--- src/sv/tslf_pkg.sv ---
package tslf_pkg;

    localparam int NUMBER_DIGITS = 6;
    localparam int BCD_W         = 4 * NUMBER_DIGITS;
    localparam int PREFIX_LEN    = NUMBER_DIGITS + 2;
    localparam int IDX_W         = (PREFIX_LEN > 1) ? $clog2(PREFIX_LEN) : 1;
    localparam int CFG_IDX_W     = 3;

    // register indexes
    localparam logic [CFG_IDX_W-1:0] CFG_SQUEEZE_BLANK   = 3'd0;
    localparam logic [CFG_IDX_W-1:0] CFG_NUMBER_ALL      = 3'd1;
    localparam logic [CFG_IDX_W-1:0] CFG_NUMBER_NONBLANK = 3'd2;
    localparam logic [CFG_IDX_W-1:0] CFG_SHOW_TABS       = 3'd3;
    localparam logic [CFG_IDX_W-1:0] CFG_SHOW_ENDS       = 3'd4;
    localparam logic [CFG_IDX_W-1:0] CFG_SHOW_CONTROL    = 3'd5;

    // characters
    localparam logic [7:0] CH_TAB      = 8'h09;
    localparam logic [7:0] CH_LF       = 8'h0A;
    localparam logic [7:0] CH_SPACE    = 8'h20;
    localparam logic [7:0] CH_DOLLAR   = 8'h24;
    localparam logic [7:0] CH_ZERO     = 8'h30;
    localparam logic [7:0] CH_I        = 8'h49;
    localparam logic [7:0] CH_CARET    = 8'h5E;
    localparam logic [7:0] CTRL_OFFSET = 8'h40;

    localparam logic [3:0] BCD_NINE = 4'd9;
    localparam logic [3:0] BCD_ZERO = 4'd0;

    localparam logic [1:0] RUN_DROP = 2'd2;
    localparam logic [1:0] RUN_MAX  = 2'd3;

    typedef struct packed {
        logic             load;       // take the input word
        logic             emit;       // load the output register
        logic             phase_num;  // emitting line-number prefix
        logic             last;       // final word of this run
        logic [IDX_W-1:0] idx;        // position within the phase
    } tslf_cmd_t;

    typedef struct packed {
        logic drop;      // input word is a squeezed newline
        logic num;       // input word starts a numbered line
        logic body_two;  // latched body is two words long
    } tslf_status_t;

endpackage

--- src/sv/tslf_ifs.sv ---
interface tslf_in_if;
    logic       valid;
    logic       ready;
    logic [7:0] in_byte;
    logic       file_start;

    modport source (output valid, output in_byte, output file_start, input ready);
    modport sink   (input valid, input in_byte, input file_start, output ready);
endinterface

interface tslf_out_if;
    logic       valid;
    logic       ready;
    logic [7:0] out_byte;
    logic       last_of_run;

    modport source (output valid, output out_byte, output last_of_run, input ready);
    modport sink   (input valid, input out_byte, input last_of_run, output ready);
endinterface

interface tslf_cfg_if;
    logic       valid;
    logic       ready;
    logic [2:0] index;
    logic       data;

    modport source (output valid, output index, output data, input ready);
    modport sink   (input valid, input index, input data, output ready);
endinterface

--- src/sv/tslf_ctrl.sv ---
module tslf_ctrl
(
    input  logic                  clk,
    input  logic                  rst_n,
    input  logic                  in_valid,
    output logic                  in_ready,
    input  logic                  out_ready,
    output logic                  out_valid,
    output tslf_pkg::tslf_cmd_t   cmd,
    input  tslf_pkg::tslf_status_t status
);
    import tslf_pkg::*;

    localparam logic [1:0] ST_IDLE = 2'd0;
    localparam logic [1:0] ST_NUM  = 2'd1;
    localparam logic [1:0] ST_BODY = 2'd2;

    localparam logic [IDX_W-1:0] IDX_PREFIX_END = IDX_W'(PREFIX_LEN - 1);
    localparam logic [IDX_W-1:0] IDX_ONE        = IDX_W'(1);

    logic [1:0]       state_reg, state_next;
    logic [IDX_W-1:0] idx_reg, idx_next;
    logic             out_valid_reg, out_valid_next;
    logic             slot_free;
    logic             accept;

    assign slot_free = !out_valid_reg || out_ready;
    assign in_ready  = (state_reg == ST_IDLE);
    assign accept    = in_valid && in_ready;
    assign out_valid = out_valid_reg;

    always_comb
    begin
        state_next    = state_reg;
        idx_next      = idx_reg;
        cmd.load      = 1'b0;
        cmd.emit      = 1'b0;
        cmd.phase_num = (state_reg == ST_NUM);
        cmd.last      = 1'b0;
        cmd.idx       = idx_reg;
        unique case (state_reg)
            ST_IDLE:
            begin
                if (accept)
                begin
                    cmd.load = 1'b1;
                    idx_next = '0;
                    if (!status.drop)
                    begin
                        state_next = status.num ? ST_NUM : ST_BODY;
                    end
                end
            end
            ST_NUM:
            begin
                if (slot_free)
                begin
                    cmd.emit = 1'b1;
                    if (idx_reg == IDX_PREFIX_END)
                    begin
                        state_next = ST_BODY;
                        idx_next   = '0;
                    end
                    else
                    begin
                        idx_next = idx_reg + IDX_ONE;
                    end
                end
            end
            ST_BODY:
            begin
                cmd.last = !status.body_two || (idx_reg == IDX_ONE);
                if (slot_free)
                begin
                    cmd.emit = 1'b1;
                    if (cmd.last)
                    begin
                        state_next = ST_IDLE;
                        idx_next   = '0;
                    end
                    else
                    begin
                        idx_next = idx_reg + IDX_ONE;
                    end
                end
            end
            default:
            begin
                state_next = ST_IDLE;
                idx_next   = '0;
            end
        endcase
    end

    always_comb
    begin
        if (cmd.emit)
            out_valid_next = 1'b1;
        else if (out_ready)
            out_valid_next = 1'b0;
        else
            out_valid_next = out_valid_reg;
    end

    always_ff @(posedge clk or negedge rst_n)
    begin
        if (!rst_n)
        begin
            state_reg     <= ST_IDLE;
            idx_reg       <= '0;
            out_valid_reg <= 1'b0;
        end
        else
        begin
            state_reg     <= state_next;
            idx_reg       <= idx_next;
            out_valid_reg <= out_valid_next;
        end
    end

endmodule

--- src/sv/tslf_dp.sv ---
module tslf_dp
(
    input  logic                            clk,
    input  logic                            rst_n,
    input  logic                            cfg_we,
    input  logic [tslf_pkg::CFG_IDX_W-1:0]  cfg_index,
    input  logic                            cfg_data,
    input  logic [7:0]                      in_byte,
    input  logic                            file_start,
    input  tslf_pkg::tslf_cmd_t             cmd,
    output tslf_pkg::tslf_status_t          status,
    output logic [7:0]                      out_byte,
    output logic                            last_of_run
);
    import tslf_pkg::*;

    // configuration
    logic squeeze_reg, number_all_reg, nonblank_reg;
    logic show_tabs_reg, show_ends_reg, show_control_reg;

    // line state
    logic [BCD_W-1:0] count_reg, count_next;
    logic [1:0]       run_reg, run_next;
    logic             als_reg, als_next;

    // latched body words
    logic [7:0] body0_reg, body0_next;
    logic [7:0] body1_reg, body1_next;
    logic       body_two_reg, body_two_next;

    logic [7:0] out_byte_reg, out_byte_next;
    logic       last_reg;

    logic [1:0] run_fs;
    logic       als_fs;
    logic       is_lf, is_tab, is_ctrl;
    logic       tab_caret, end_mark, ctrl_caret;
    logic       drop, num;

    logic [3:0] dig     [NUMBER_DIGITS];
    logic [3:0] inc_dig [NUMBER_DIGITS];
    logic [BCD_W-1:0] count_inc;
    logic             all_nines;
    logic [7:0] prefix_chars [PREFIX_LEN];

    // config writes; indexes past the list are ignored
    always_ff @(posedge clk or negedge rst_n)
    begin
        if (!rst_n)
        begin
            squeeze_reg      <= 1'b0;
            number_all_reg   <= 1'b0;
            nonblank_reg     <= 1'b0;
            show_tabs_reg    <= 1'b0;
            show_ends_reg    <= 1'b0;
            show_control_reg <= 1'b0;
        end
        else if (cfg_we)
        begin
            unique case (cfg_index)
                CFG_SQUEEZE_BLANK:   squeeze_reg      <= cfg_data;
                CFG_NUMBER_ALL:      number_all_reg   <= cfg_data;
                CFG_NUMBER_NONBLANK: nonblank_reg     <= cfg_data;
                CFG_SHOW_TABS:       show_tabs_reg    <= cfg_data;
                CFG_SHOW_ENDS:       show_ends_reg    <= cfg_data;
                CFG_SHOW_CONTROL:    show_control_reg <= cfg_data;
                default:             ;
            endcase
        end
    end

    // BCD increment, held at all nines
    always_comb
    begin
        logic low_nine;
        low_nine = 1'b1;
        for (int i = 0; i < NUMBER_DIGITS; i++)
        begin
            dig[i] = count_reg[4*i +: 4];
            if (low_nine)
                inc_dig[i] = (dig[i] == BCD_NINE) ? BCD_ZERO : dig[i] + 4'd1;
            else
                inc_dig[i] = dig[i];
            low_nine = low_nine && (dig[i] == BCD_NINE);
        end
        all_nines = low_nine;
        for (int i = 0; i < NUMBER_DIGITS; i++)
        begin
            count_inc[4*i +: 4] = inc_dig[i];
        end
    end

    // prefix text from the stored count; leading zeros blank
    always_comb
    begin
        logic zero_above;
        zero_above = 1'b1;
        for (int p = NUMBER_DIGITS - 1; p >= 0; p--)
        begin
            zero_above = zero_above && (dig[p] == BCD_ZERO);
            if (zero_above && (p != 0))
                prefix_chars[NUMBER_DIGITS-1-p] = CH_SPACE;
            else
                prefix_chars[NUMBER_DIGITS-1-p] = CH_ZERO + {4'b0000, dig[p]};
        end
        prefix_chars[NUMBER_DIGITS]     = CH_SPACE;
        prefix_chars[NUMBER_DIGITS + 1] = CH_SPACE;
    end

    // input word decode
    always_comb
    begin
        run_fs     = file_start ? 2'd0 : run_reg;
        als_fs     = file_start || als_reg;
        is_lf      = (in_byte == CH_LF);
        is_tab     = (in_byte == CH_TAB);
        is_ctrl    = (in_byte < CH_SPACE) && !is_lf && !is_tab;
        drop       = is_lf && squeeze_reg && (run_fs >= RUN_DROP);
        num        = als_fs && (nonblank_reg ? !is_lf : number_all_reg);
        tab_caret  = is_tab && show_tabs_reg;
        end_mark   = is_lf && show_ends_reg;
        ctrl_caret = show_control_reg && is_ctrl;

        if (!is_lf)
            run_next = 2'd0;
        else if (squeeze_reg && (run_fs != RUN_MAX))
            run_next = run_fs + 2'd1;
        else
            run_next = run_fs;

        if (tab_caret)
        begin
            body0_next = CH_CARET;
            body1_next = CH_I;
        end
        else if (end_mark)
        begin
            body0_next = CH_DOLLAR;
            body1_next = in_byte;
        end
        else if (ctrl_caret)
        begin
            body0_next = CH_CARET;
            body1_next = in_byte + CTRL_OFFSET;
        end
        else
        begin
            body0_next = in_byte;
            body1_next = in_byte;
        end
        body_two_next = tab_caret || end_mark || ctrl_caret;

        als_next   = drop ? als_fs : is_lf;
        count_next = (!drop && num && !all_nines) ? count_inc : count_reg;
    end

    always_ff @(posedge clk or negedge rst_n)
    begin
        if (!rst_n)
        begin
            count_reg    <= '0;
            run_reg      <= 2'd0;
            als_reg      <= 1'b1;
            body_two_reg <= 1'b0;
        end
        else if (cmd.load)
        begin
            count_reg    <= count_next;
            run_reg      <= run_next;
            als_reg      <= als_next;
            body_two_reg <= body_two_next;
        end
    end

    always_ff @(posedge clk)
    begin
        if (cmd.load)
        begin
            body0_reg <= body0_next;
            body1_reg <= body1_next;
        end
    end

    always_comb
    begin
        if (cmd.phase_num)
            out_byte_next = prefix_chars[cmd.idx];
        else if (cmd.idx[0])
            out_byte_next = body1_reg;
        else
            out_byte_next = body0_reg;
    end

    always_ff @(posedge clk)
    begin
        if (cmd.emit)
        begin
            out_byte_reg <= out_byte_next;
            last_reg     <= cmd.last;
        end
    end

    assign status.drop     = drop;
    assign status.num      = num;
    assign status.body_two = body_two_reg;
    assign out_byte        = out_byte_reg;
    assign last_of_run     = last_reg;

endmodule

--- src/sv/text_stream_line_formatter.sv ---
// Channel | Role   | Word contents
// --------+--------+-------------------------------------------
// raw     | sink   | in_byte[7:0], file_start
// fmt     | source | out_byte[7:0], last_of_run
// cfg     | sink   | index[2:0], data (always ready)
//
// An input word is first accepted, then the sequencer walks its output words
// through one output register: a plain byte gives one word, a number prefix
// adds NUMBER_DIGITS + 2 words and the body may be two words long; a
// squeezed newline gives no output word.
// rst_n is asynchronous, active low; counter 0, line start set, options off.
// A stall on fmt holds the sequencer; raw is ready only between runs.
module text_stream_line_formatter
(
    input  logic        clk,
    input  logic        rst_n,
    tslf_in_if.sink     raw,
    tslf_out_if.source  fmt,
    tslf_cfg_if.sink    cfg
);
    import tslf_pkg::*;

    tslf_cmd_t    cmd;
    tslf_status_t status;
    logic         cfg_we;

    // config registers take a write in any cycle
    assign cfg.ready = 1'b1;
    assign cfg_we    = cfg.valid;

    // sequencer: accept, number prefix, body
    tslf_ctrl u_ctrl
    (
        .clk       (clk),
        .rst_n     (rst_n),
        .in_valid  (raw.valid),
        .in_ready  (raw.ready),
        .out_ready (fmt.ready),
        .out_valid (fmt.valid),
        .cmd       (cmd),
        .status    (status)
    );

    // line state, BCD counter, body words, output word register
    tslf_dp u_dp
    (
        .clk         (clk),
        .rst_n       (rst_n),
        .cfg_we      (cfg_we),
        .cfg_index   (cfg.index),
        .cfg_data    (cfg.data),
        .in_byte     (raw.in_byte),
        .file_start  (raw.file_start),
        .cmd         (cmd),
        .status      (status),
        .out_byte    (fmt.out_byte),
        .last_of_run (fmt.last_of_run)
    );

endmodule

--- src/flat_wrapper.sv ---
// flat-port wrapper written by rule: the top's interface ports become plain ports
module text_stream_line_formatter_flat import tslf_pkg::*;
  (clk, rst_n, raw_valid, raw_in_byte, raw_file_start, raw_ready, fmt_valid, fmt_out_byte, fmt_last_of_run, fmt_ready, cfg_valid, cfg_index, cfg_data, cfg_ready);
  tslf_in_if raw_i ();
  tslf_out_if fmt_i ();
  tslf_cfg_if cfg_i ();
  input  logic clk;
  input  logic rst_n;
  input wire logic [$bits(raw_i.valid)-1:0] raw_valid;
  input wire logic [$bits(raw_i.in_byte)-1:0] raw_in_byte;
  input wire logic [$bits(raw_i.file_start)-1:0] raw_file_start;
  output wire logic [$bits(raw_i.ready)-1:0] raw_ready;
  output wire logic [$bits(fmt_i.valid)-1:0] fmt_valid;
  output wire logic [$bits(fmt_i.out_byte)-1:0] fmt_out_byte;
  output wire logic [$bits(fmt_i.last_of_run)-1:0] fmt_last_of_run;
  input wire logic [$bits(fmt_i.ready)-1:0] fmt_ready;
  input wire logic [$bits(cfg_i.valid)-1:0] cfg_valid;
  input wire logic [$bits(cfg_i.index)-1:0] cfg_index;
  input wire logic [$bits(cfg_i.data)-1:0] cfg_data;
  output wire logic [$bits(cfg_i.ready)-1:0] cfg_ready;
  assign raw_i.valid = raw_valid;
  assign raw_i.in_byte = raw_in_byte;
  assign raw_i.file_start = raw_file_start;
  assign raw_ready = raw_i.ready;
  assign fmt_valid = fmt_i.valid;
  assign fmt_out_byte = fmt_i.out_byte;
  assign fmt_last_of_run = fmt_i.last_of_run;
  assign fmt_i.ready = fmt_ready;
  assign cfg_i.valid = cfg_valid;
  assign cfg_i.index = cfg_index;
  assign cfg_i.data = cfg_data;
  assign cfg_ready = cfg_i.ready;
  text_stream_line_formatter u_core (.clk(clk), .rst_n(rst_n), .raw(raw_i), .fmt(fmt_i), .cfg(cfg_i));
endmodule
--- config.mk ---
export PLATFORM = sky130hd
export DESIGN_NAME = text_stream_line_formatter_flat
export DESIGN_NICKNAME = d
export VERILOG_FILES = /design/src/sv/tslf_pkg.sv /design/src/sv/tslf_ifs.sv /design/src/sv/tslf_ctrl.sv /design/src/sv/tslf_dp.sv /design/src/sv/text_stream_line_formatter.sv /design/src/flat_wrapper.sv
export SDC_FILE = /design/constraint.sdc
export NUM_CORES = 1
export LEC_CHECK = 0
export BUFFER_PORTS_ARGS = -buffer_cell sky130_fd_sc_hd__buf_2
export CORE_UTILIZATION = 54
export DETAILED_ROUTE_END_ITERATION = 8
export PLACE_DENSITY = 0.86
export SYNTH_ARGS = -nofsm -noshare
export SYNTH_HDL_FRONTEND = slang
export SYNTH_SLANG_ARGS = --single-unit
--- constraint.sdc ---
create_clock -name clk -period 2 [get_ports clk]
set_clock_uncertainty 0.05 [all_clocks]
set_input_delay 0.4 -clock clk [delete_from_list [all_inputs] [get_ports clk]]
set_output_delay 0.4 -clock clk [all_outputs]
set_load 0.01 [all_outputs]
==> reports/metrics.cfg, run 1 <==
[cells_and_area]
area_growth_pct=21.2
final_cell_mix=buf_4, dfrtp_1, nand2_1
largest_reg_flops=24
layout-drive-gt1-share=0.330
fin_nets=431
stdcell_count=489
final_common_cell=buf_4
utilization=0.673
antennaDiodeCount=0

[setup_path]
r2r_setup_slack_ns=-0.008
worst_path_max_delay_cell=or4bb_4
r2r_end=u_core.u_dp.count_reg[15]
crit_path_max_incr_delay_ns=0.57
arrival_ns=2.18
r2r_cells=5
required_ns=2.17
cp_top_family=simple AND/OR/NAND/NOR gates
critPathKind=flip-flop to flip-flop
endpoint_kind=flip-flop
crit_fanout=7
reg2reg_from=u_core.u_dp.count_reg[6]
crit_chain=or4bb_4 -> nor4b_4 -> o2111ai_4 -> o21ai_2 -> o211ai_1
timing.critical_path.buf_inv=0
critPathLaunchType=flip-flop

[timing]
worst_pin_slew_ns=0.538
fmaxAchievable_ghz=0.498
hold_viol_final=0
min_period_over_period=1.00
drv_slew=0
fin_crit_ns=2.01
rsz0062_at_grt=yes
setup_ws_ns=-0.00767
setup_viol=1
relSlewSlack=0.641
finalHoldWorstSlack_ns=0.198

[route]
dr.pass1.iters=4
dr_total_vias=2912
drc=0
postRouteAntennaNets=0
vias_per_cell=5.96
drt_wl_total_um=8380
drtIter0Drc=182
wl_per_cell_um=17.1

[clock_network]
path_clk_slew_ns=0.08
cts_tree=built
cts_root_buf=clkbuf_8
clock_latency_ns=0.35
clk_path_buf_depth=2
htree_levels=3
cts_buffers=9
cts.sinks=65

[grt]
antenna_found_initial=0
grt_pass1_wl_um=13500
grt_overflow=0
grt_max_degree=22
grt_pass1_vias=2927
grt_use_total=0.244

[outcome]
violations=setup timing
status=finished with violations

[job]
cap_violations=0

[pwr]
power.density_mw_per_mm2=1030
leakage_nw=1.90
peakVddDrop_mv=0.692

[yosys]
ys_seq_elements=65
yosysWarningCount=0
syn-cell-area_mm2=0.00375
synth_async_sr_flop_share=0.615
synth_cell_types=79
synth_edf_count=25
syn_avg_cell_area_um2=11.1
mappedNetlistNets=366
ys_top_cells_by_area=dfrtp_1, edfxtp_1, mux2i_1
syn_inst=339
synth_area_leader_cell=dfrtp_1
synthFlopType=dfrtp_1
synth_top_area_share=0.260
synth_sequential_area_ratio=0.467

[floorplanning]
fp.dieW_um=85.3
die_h_um=85.3
core_area_mm2=0.00676
placementRows=30
die_area_mm2=0.00728
pin_count=30
start_util=0.555

[hold_path]
hold_depth=1
hold_path_class=input port to flip-flop
hold_end=u_core.u_dp.body1_reg[3]
hp-start=raw_in_byte[3]

[placed_design]
place_inst=469
numPortBuffers=28
hpwlAfterDp_um=5870
place.gp.congestion=0.894

timing repair:
item                       4_1_cts  5_1_grt
hold buffers                     1        0
pin swaps                        0        4
resized for setup                4       12
hold endpoints to repair        19        0
setup buffers                    0        3
setup endpoints to repair        5       14
cells by family (layout without fill, tap and decap cells):
group | Yosys count | in the layout | synth area share
multiplexers | 28 | 28 | 0.0924
other | 1 | 1 | 0.00100
buffers and inverters | 37 | 107 | 0.0484
flip-flops | 65 | 65 | 0.467
XOR/XNOR | 13 | 13 | 0.0304
AND/OR/NAND/NOR | 132 | 132 | 0.226
adder cells (fa/ha/maj) | 9 | 9 | 0.0300
AO/OA/AOI/OAI | 54 | 54 | 0.104
worst max path at each step:
stage	start	end	slack, ns	depth (start not counted)
floorplan	u_core.u_ctrl.state_reg[0]	u_core.u_dp.count_reg[7]	0.04	8
global placement	raw_in_byte[6]	u_core.u_dp.count_reg[7]	-0.03	8
detailed placement	raw_in_byte[7]	u_core.u_dp.count_reg[11]	-0.16	9
CTS	u_core.u_dp.count_reg[6]	u_core.u_dp.count_reg[15]	0.002	5
global route	u_core.u_dp.count_reg[6]	u_core.u_dp.count_reg[15]	-0.09	5
finish	u_core.u_dp.count_reg[6]	u_core.u_dp.count_reg[15]	-0.008	5
Yosys cell counts (6+ instances only):
library cell  number
edfxtp_1          25
ha_1               9
mux2_2            10
buf_2              6
inv_1             15
nand3_1            7
nand2_1           30
xnor2_1            7
nor3_1             6
xor2_1             6
nor2b_1           15
mux2i_1           14
clkbuf_1           9
nor2_1            19
o21ai_0           12
dfrtp_1           39
area by class of cell:
| class | instances | area [um^2] |
|---|---|---|
| inverter | 15 | 56.3 |
| multi-input combinational | 237 | 1890 |
| timing repair buffer | 76 | 515 |
| fill | 473 | 2210 |
| tap | 80 | 100 |
| clock buffer | 9 | 124 |
| sequential | 65 | 1760 |
| clock inverter | 7 | 103 |
worst reg2reg max path: stages (launching register included):
cell       delay, ns
dfrtp_2         0.46
or4bb_4         0.57
nor4b_4         0.30
o2111ai_4       0.21
o21ai_2         0.19
o211ai_1        0.10
where the power goes:
part / switching, W / leakage (nW) / internal [W]
Sequential: 0.000188 / 0.737 / 0.00176
Combinational: 0.000792 / 1.05 / 0.000673
Clock: 0.000561 / 0.110 / 0.000714
Total: 0.00154 / 1.90 / 0.00314
stage by stage:
step                setup TNS (ns)  total power [W]  worst slack (ns)  instance area [um^2]
finish                    -0.00767          0.00468          -0.00767                  4550
global route                -0.113          0.00489           -0.0891                  4550
CTS                              0          0.00464           0.00218                  4470
detailed placement           -1.02          0.00335            -0.155                  4220
global placement           -0.0947          0.00329           -0.0334                  4220
floorplan                        0          0.00285            0.0393                  3760
per-layer routing:
metal | routed length, um | track usage
met4 | 172 | 0.142
met1 | 3560 | 0.296
met5 | 0 | 0
met3 | 421 | 0.0603
met2 | 4230 | 0.396
No activity file was read; power rests on OpenSTA's default activity.
==> inputs of run 2 (changes only) <==
- CORE_UTILIZATION: 54 -> 55
- CTS_BUF_LIST: unset -> sky130_fd_sc_hd__clkbuf_4
- PLACE_DENSITY: 0.86 -> 0.87
==> reports/metrics.cfg, run 2 (same netlist as run 1, synthesis figures left out) <==
[grt]
grt_pass1_wl_um=14100
antenna_found_initial=0
grt_max_degree=22
grt_util_met2=0.426
gr-usage-met1=0.320
grtUsageMet3=0.0492
grt_pass1_vias=3019
global_route.peak_usage_layer=met2
grt_overflow=0
grt_use_total=0.254

[clock_network]
cts_buffers=9
path_clk_slew_ns=0.11
clock_latency_ns=0.42
cts.sinks=65
htree_levels=3
cts_tree=built
clk_path_buf_depth=2
cts_root_buf=clkbuf_4

[route]
dr_total_vias=2984
dr.pass1.iters=7
wl_per_cell_um=17.6
vias_per_cell=6.10
drc=0
postRouteAntennaNets=0
drt_wl_total_um=8630
drtIter0Drc=184

[setup_path]
r2r_end=u_core.u_dp.count_reg[15]
crit_fanout=6
cp_top_family=simple AND/OR/NAND/NOR gates
cp.depth=5
r2r_cells=5
crit_chain=or4bb_1 -> nor4b_2 -> o2111ai_2 -> o21ai_1 -> o211ai_1
worst_path_max_delay_cell=or4bb_1
critPathKind=flip-flop to flip-flop
arrival_ns=2.23
endpoint_kind=flip-flop
reg2reg_from=u_core.u_dp.count_reg[7]
critPathLaunchType=flip-flop
worstSetupEndpoint=u_core.u_dp.count_reg[15]
crit_path_max_incr_delay_ns=0.56
r2r_setup_slack_ns=0.02
timing.critical_path.buf_inv=0
crit_start=u_core.u_dp.count_reg[7]
required_ns=2.25

[hold_path]
hold_path_class=input port to flip-flop
hp-start=raw_in_byte[3]
hold_depth=2

[placed_design]
numPortBuffers=28
place_inst=471
place.gp.congestion=0.874
post_dp_cell_area_mm2=0.00425
preCtsSetupSlack_ns=-0.138
hpwlAfterDp_um=6130

[floorplanning]
pin_count=30
die_area_mm2=0.00715
placementRows=29
die_h_um=84.6
start_util=0.581
fp.dieW_um=84.6
core_area_mm2=0.00646

[cells_and_area]
stdcell_count=489
utilization=0.699
final_cell_mix=buf_4, dfrtp_1, nand2_1
fin_nets=434
final_common_cell=buf_4
area_growth_pct=20.4
fin_area_mm2=0.00452
antennaDiodeCount=0
layout-drive-gt1-share=0.335
largest_reg_flops=24

[timing]
setup_viol=0
finalHoldWorstSlack_ns=0.210
worst_pin_slew_ns=0.517
fin_crit_ns=1.98
fmaxAchievable_ghz=0.505
hold_viol_final=0
relSlewSlack=0.656
drv_slew=0
setup_ws_ns=0.0208
min_period_over_period=0.990

[job]
cap_violations=0

[pwr]
p_comb_frac=0.317
switching_share=0.317
clkPwrFrac=0.272
peakVddDrop_mv=0.639
p_int_w=0.00321
leakage_nw=1.90
seq_power_share=0.411
p_sw_w=0.00149
power.density_mw_per_mm2=1040

[outcome]
status=completed

[run 2: changes by cell type in the layout (fill, tap and decap cells not counted), sizes merged]
cell	change
clkbuf	+2
clkinv	-2
inv	-2
buf	+3
bufinv	+2
[run 2: worst min-delay path by stage]
| stage | to | slack, ns |
|---|---|---|
| 2_1_floorplan | u_core.u_ctrl.idx_reg[0] | 0.05 |
| 3_3_place_gp | u_core.u_dp.count_reg[6] | 0.34 |
| 3_5_place_dp | u_core.u_dp.count_reg[6] | 0.35 |
| 4_1_cts | u_core.u_dp.body1_reg[3] | 0.20 |
| 5_1_grt | u_core.u_dp.body1_reg[3] | 0.21 |
| 6_report | u_core.u_dp.body1_reg[3] | 0.21 |
[run 2: final cells by class]
class | count | area, um^2
timing repair buffer | 79 | 538
clock inverter | 5 | 128
clock buffer | 11 | 82.6
tap | 77 | 96.3
fill | 420 | 1940
multi-input combinational | 237 | 1860
inverter | 15 | 56.3
sequential | 65 | 1760
[run 2: stage by stage]
stage               total power, W  setup TNS [ns]
floorplan                  0.00285               0
global placement           0.00330          -0.535
detailed placement         0.00339           -1.11
CTS                        0.00467               0
global route               0.00492          -0.106
finish                     0.00470               0
[run 2: power groups by stage]
stage          Sequential (W)  Combinational (W)  Clock (W)
3_3_place_gp          0.00193            0.00137          0
3_5_place_dp          0.00195            0.00143          0
4_1_cts               0.00193            0.00145    0.00129
2_1_floorplan         0.00195           0.000902          0
6_report              0.00193            0.00149    0.00128
5_1_grt               0.00196            0.00162    0.00133
[run 2: routing by layer]
layer,up-vias,routed length [um]
met5,-,0
met4,0,228
met3,22,438
met2,107,4340
met1,1471,3620
li1,1384,-
[run 2: worst reg2reg max path: cells and delay by family (launching register included)]
family	cells	cell delay, ns
and+or+nand+nor	2	0.88
DFF	1	0.44
AOI/OAI and AO/OA	3	0.50
[run 2: timing repair]
action / in CTS / in global routing
buffers inserted: 0 / 1
hold buffers: 1 / 0
resized for setup: 0 / 11
setup endpoints to repair: 0 / 14
endpoints found under the hold margin: 20 / 0
==> inputs of run 3 (changes only) <==
- PLACE_DENSITY: 0.87 -> 0.84
- SKIP_CTS_REPAIR_TIMING: unset -> 1
- clock period: 2 -> 1.85 ns (I/O delays scaled with it)
==> reports/metrics.cfg, run 3 (same netlist as run 1, synthesis figures left out) <==
[outcome]
status=finished with violations
violations=setup timing

[floorplanning]
placementRows=29
die_area_mm2=0.00715
die_h_um=84.6
pin_count=30
start_util=0.581
core_area_mm2=0.00646
fp.dieW_um=84.6

[clock_network]
clk_path_buf_depth=2
cts_root_buf=clkbuf_4
cts.sinks=65
path_clk_slew_ns=0.13
htree_levels=3
cts_tree=built
clock_latency_ns=0.43
cts_buffers=9

[timing]
relSlewSlack=0.658
fmaxAchievable_ghz=0.515
setup_ws_ns=-0.0936
min_period_over_period=1.05
setup_viol=7
fin_crit_ns=1.94
hold_viol_final=0
rsz0062_at_grt=yes
drv_slew=0
worst_pin_slew_ns=0.513

[cells_and_area]
utilization=0.723
area_growth_pct=24.4
stdcell_count=506
layout-drive-gt1-share=0.380
fin_nets=451
final_common_cell=buf_4
largest_reg_flops=24
final_cell_mix=buf_4, dfrtp_1, nand2_1, buf_2, edfxtp_1
antennaDiodeCount=0
fillers=421

[setup_path]
critPathKind=flip-flop to flip-flop
reg2reg_from=u_core.u_dp.count_reg[1]
arrival_ns=2.20
endpoint_kind=flip-flop
r2r_cells=6
crit_start=u_core.u_dp.count_reg[1]
r2r_setup_slack_ns=-0.09
crit_fanout=4
critPathLaunchType=flip-flop
worstSetupEndpoint=u_core.u_dp.count_reg[15]
r2r_end=u_core.u_dp.count_reg[15]
required_ns=2.11

[placed_design]
hpwlAfterDp_um=6060
place_inst=485
place.gp.congestion=0.913
numPortBuffers=28

[grt]
antenna_found_initial=0
grt_overflow=0
grt_pass1_vias=2955
grt_pass1_wl_um=13800
grt_use_total=0.250
grt_max_degree=41

[route]
vias_per_cell=5.80
drtIter0Drc=252
drt_wl_total_um=8450
wl_per_cell_um=16.7
drc=0
dr.pass1.iters=6
dr_total_vias=2933
postRouteAntennaNets=0

[hold_path]
hold_path_class=input port to flip-flop
hp-start=raw_in_byte[3]

[pwr]
leakage_nw=2.00
peakVddDrop_mv=0.841
power.density_mw_per_mm2=1070

[job]
cap_violations=0

[run 3: cell count changes in the layout (fill, tap and decap cells not counted), moves of 3 or more]
cell / change
dfrtp_2: -3
buf_6: +3
bufinv_16: -3
buf_4: +15
inv_6: +3
dfrtp_1: +3
[run 3: area by class of cell]
cell class                      count  area (um^2)  share of cell area
Sequential cell                    65         1750               0.376
Multi-Input combinational cell    237         1950               0.418
Tap cell                           77         96.3              0.0206
Timing Repair Buffer               96          664               0.142
Clock inverter                      7         75.1              0.0161
Clock buffer                        9         67.6              0.0145
Inverter                           15         58.8              0.0126
[run 3: worst min-delay path by stage]
stage / end / slack (ns) / cells after the start
finish: u_core.u_dp.body1_reg[3] / 0.16 / 2
global route: u_core.u_dp.body1_reg[3] / 0.15 / 2
CTS: u_core.u_dp.count_reg[4] / -0.05 / 2
detailed placement: u_core.u_dp.count_reg[22] / 0.41 / 2
global placement: u_core.u_dp.count_reg[13] / 0.41 / 2
floorplan: u_core.u_ctrl.idx_reg[0] / 0.02 / 0
[run 3: metal layers]
metal	global-route usage	part of all wire
met1	0.323	0.44
met2	0.415	0.51
met3	0.0531	0.038
met4	0.0955	0.018
met5	0	0
[run 3: per-stage QoR]
| stage | power, W | hold slack, ns | setup slack, ns | instance area [um^2] | setup TNS [ns] |
|---|---|---|---|---|---|
| after CTS | 0.00481 | -0.0532 | -0.188 | 4530 | -1.02 |
| final | 0.00500 | 0.161 | -0.0936 | 4670 | -0.318 |
| after detailed placement | 0.00382 | 0.407 | -0.214 | 4390 | -2.79 |
| after floorplan | 0.00311 | 0.0244 | -0.0281 | 3800 | -0.0355 |
| after global routing | 0.00526 | 0.151 | -0.154 | 4670 | -1.14 |
| after global placement | 0.00373 | 0.406 | -0.168 | 4390 | -1.83 |
[run 3: critical path, cell delays in order (launching register included)]
cell and delay, ns:
dfrtp_1 0.45, or3b_4 0.43, buf_6 0.13, nor4b_4 0.27
o2111ai_2 0.20, o21ai_1 0.19, o211ai_1 0.10
[run 3: power by group]
group	switching (W)	internal (W)
Clock	0.000576	0.000423
Combinational	0.000990	0.000943
Sequential	0.000172	0.00189
Total	0.00174	0.00326
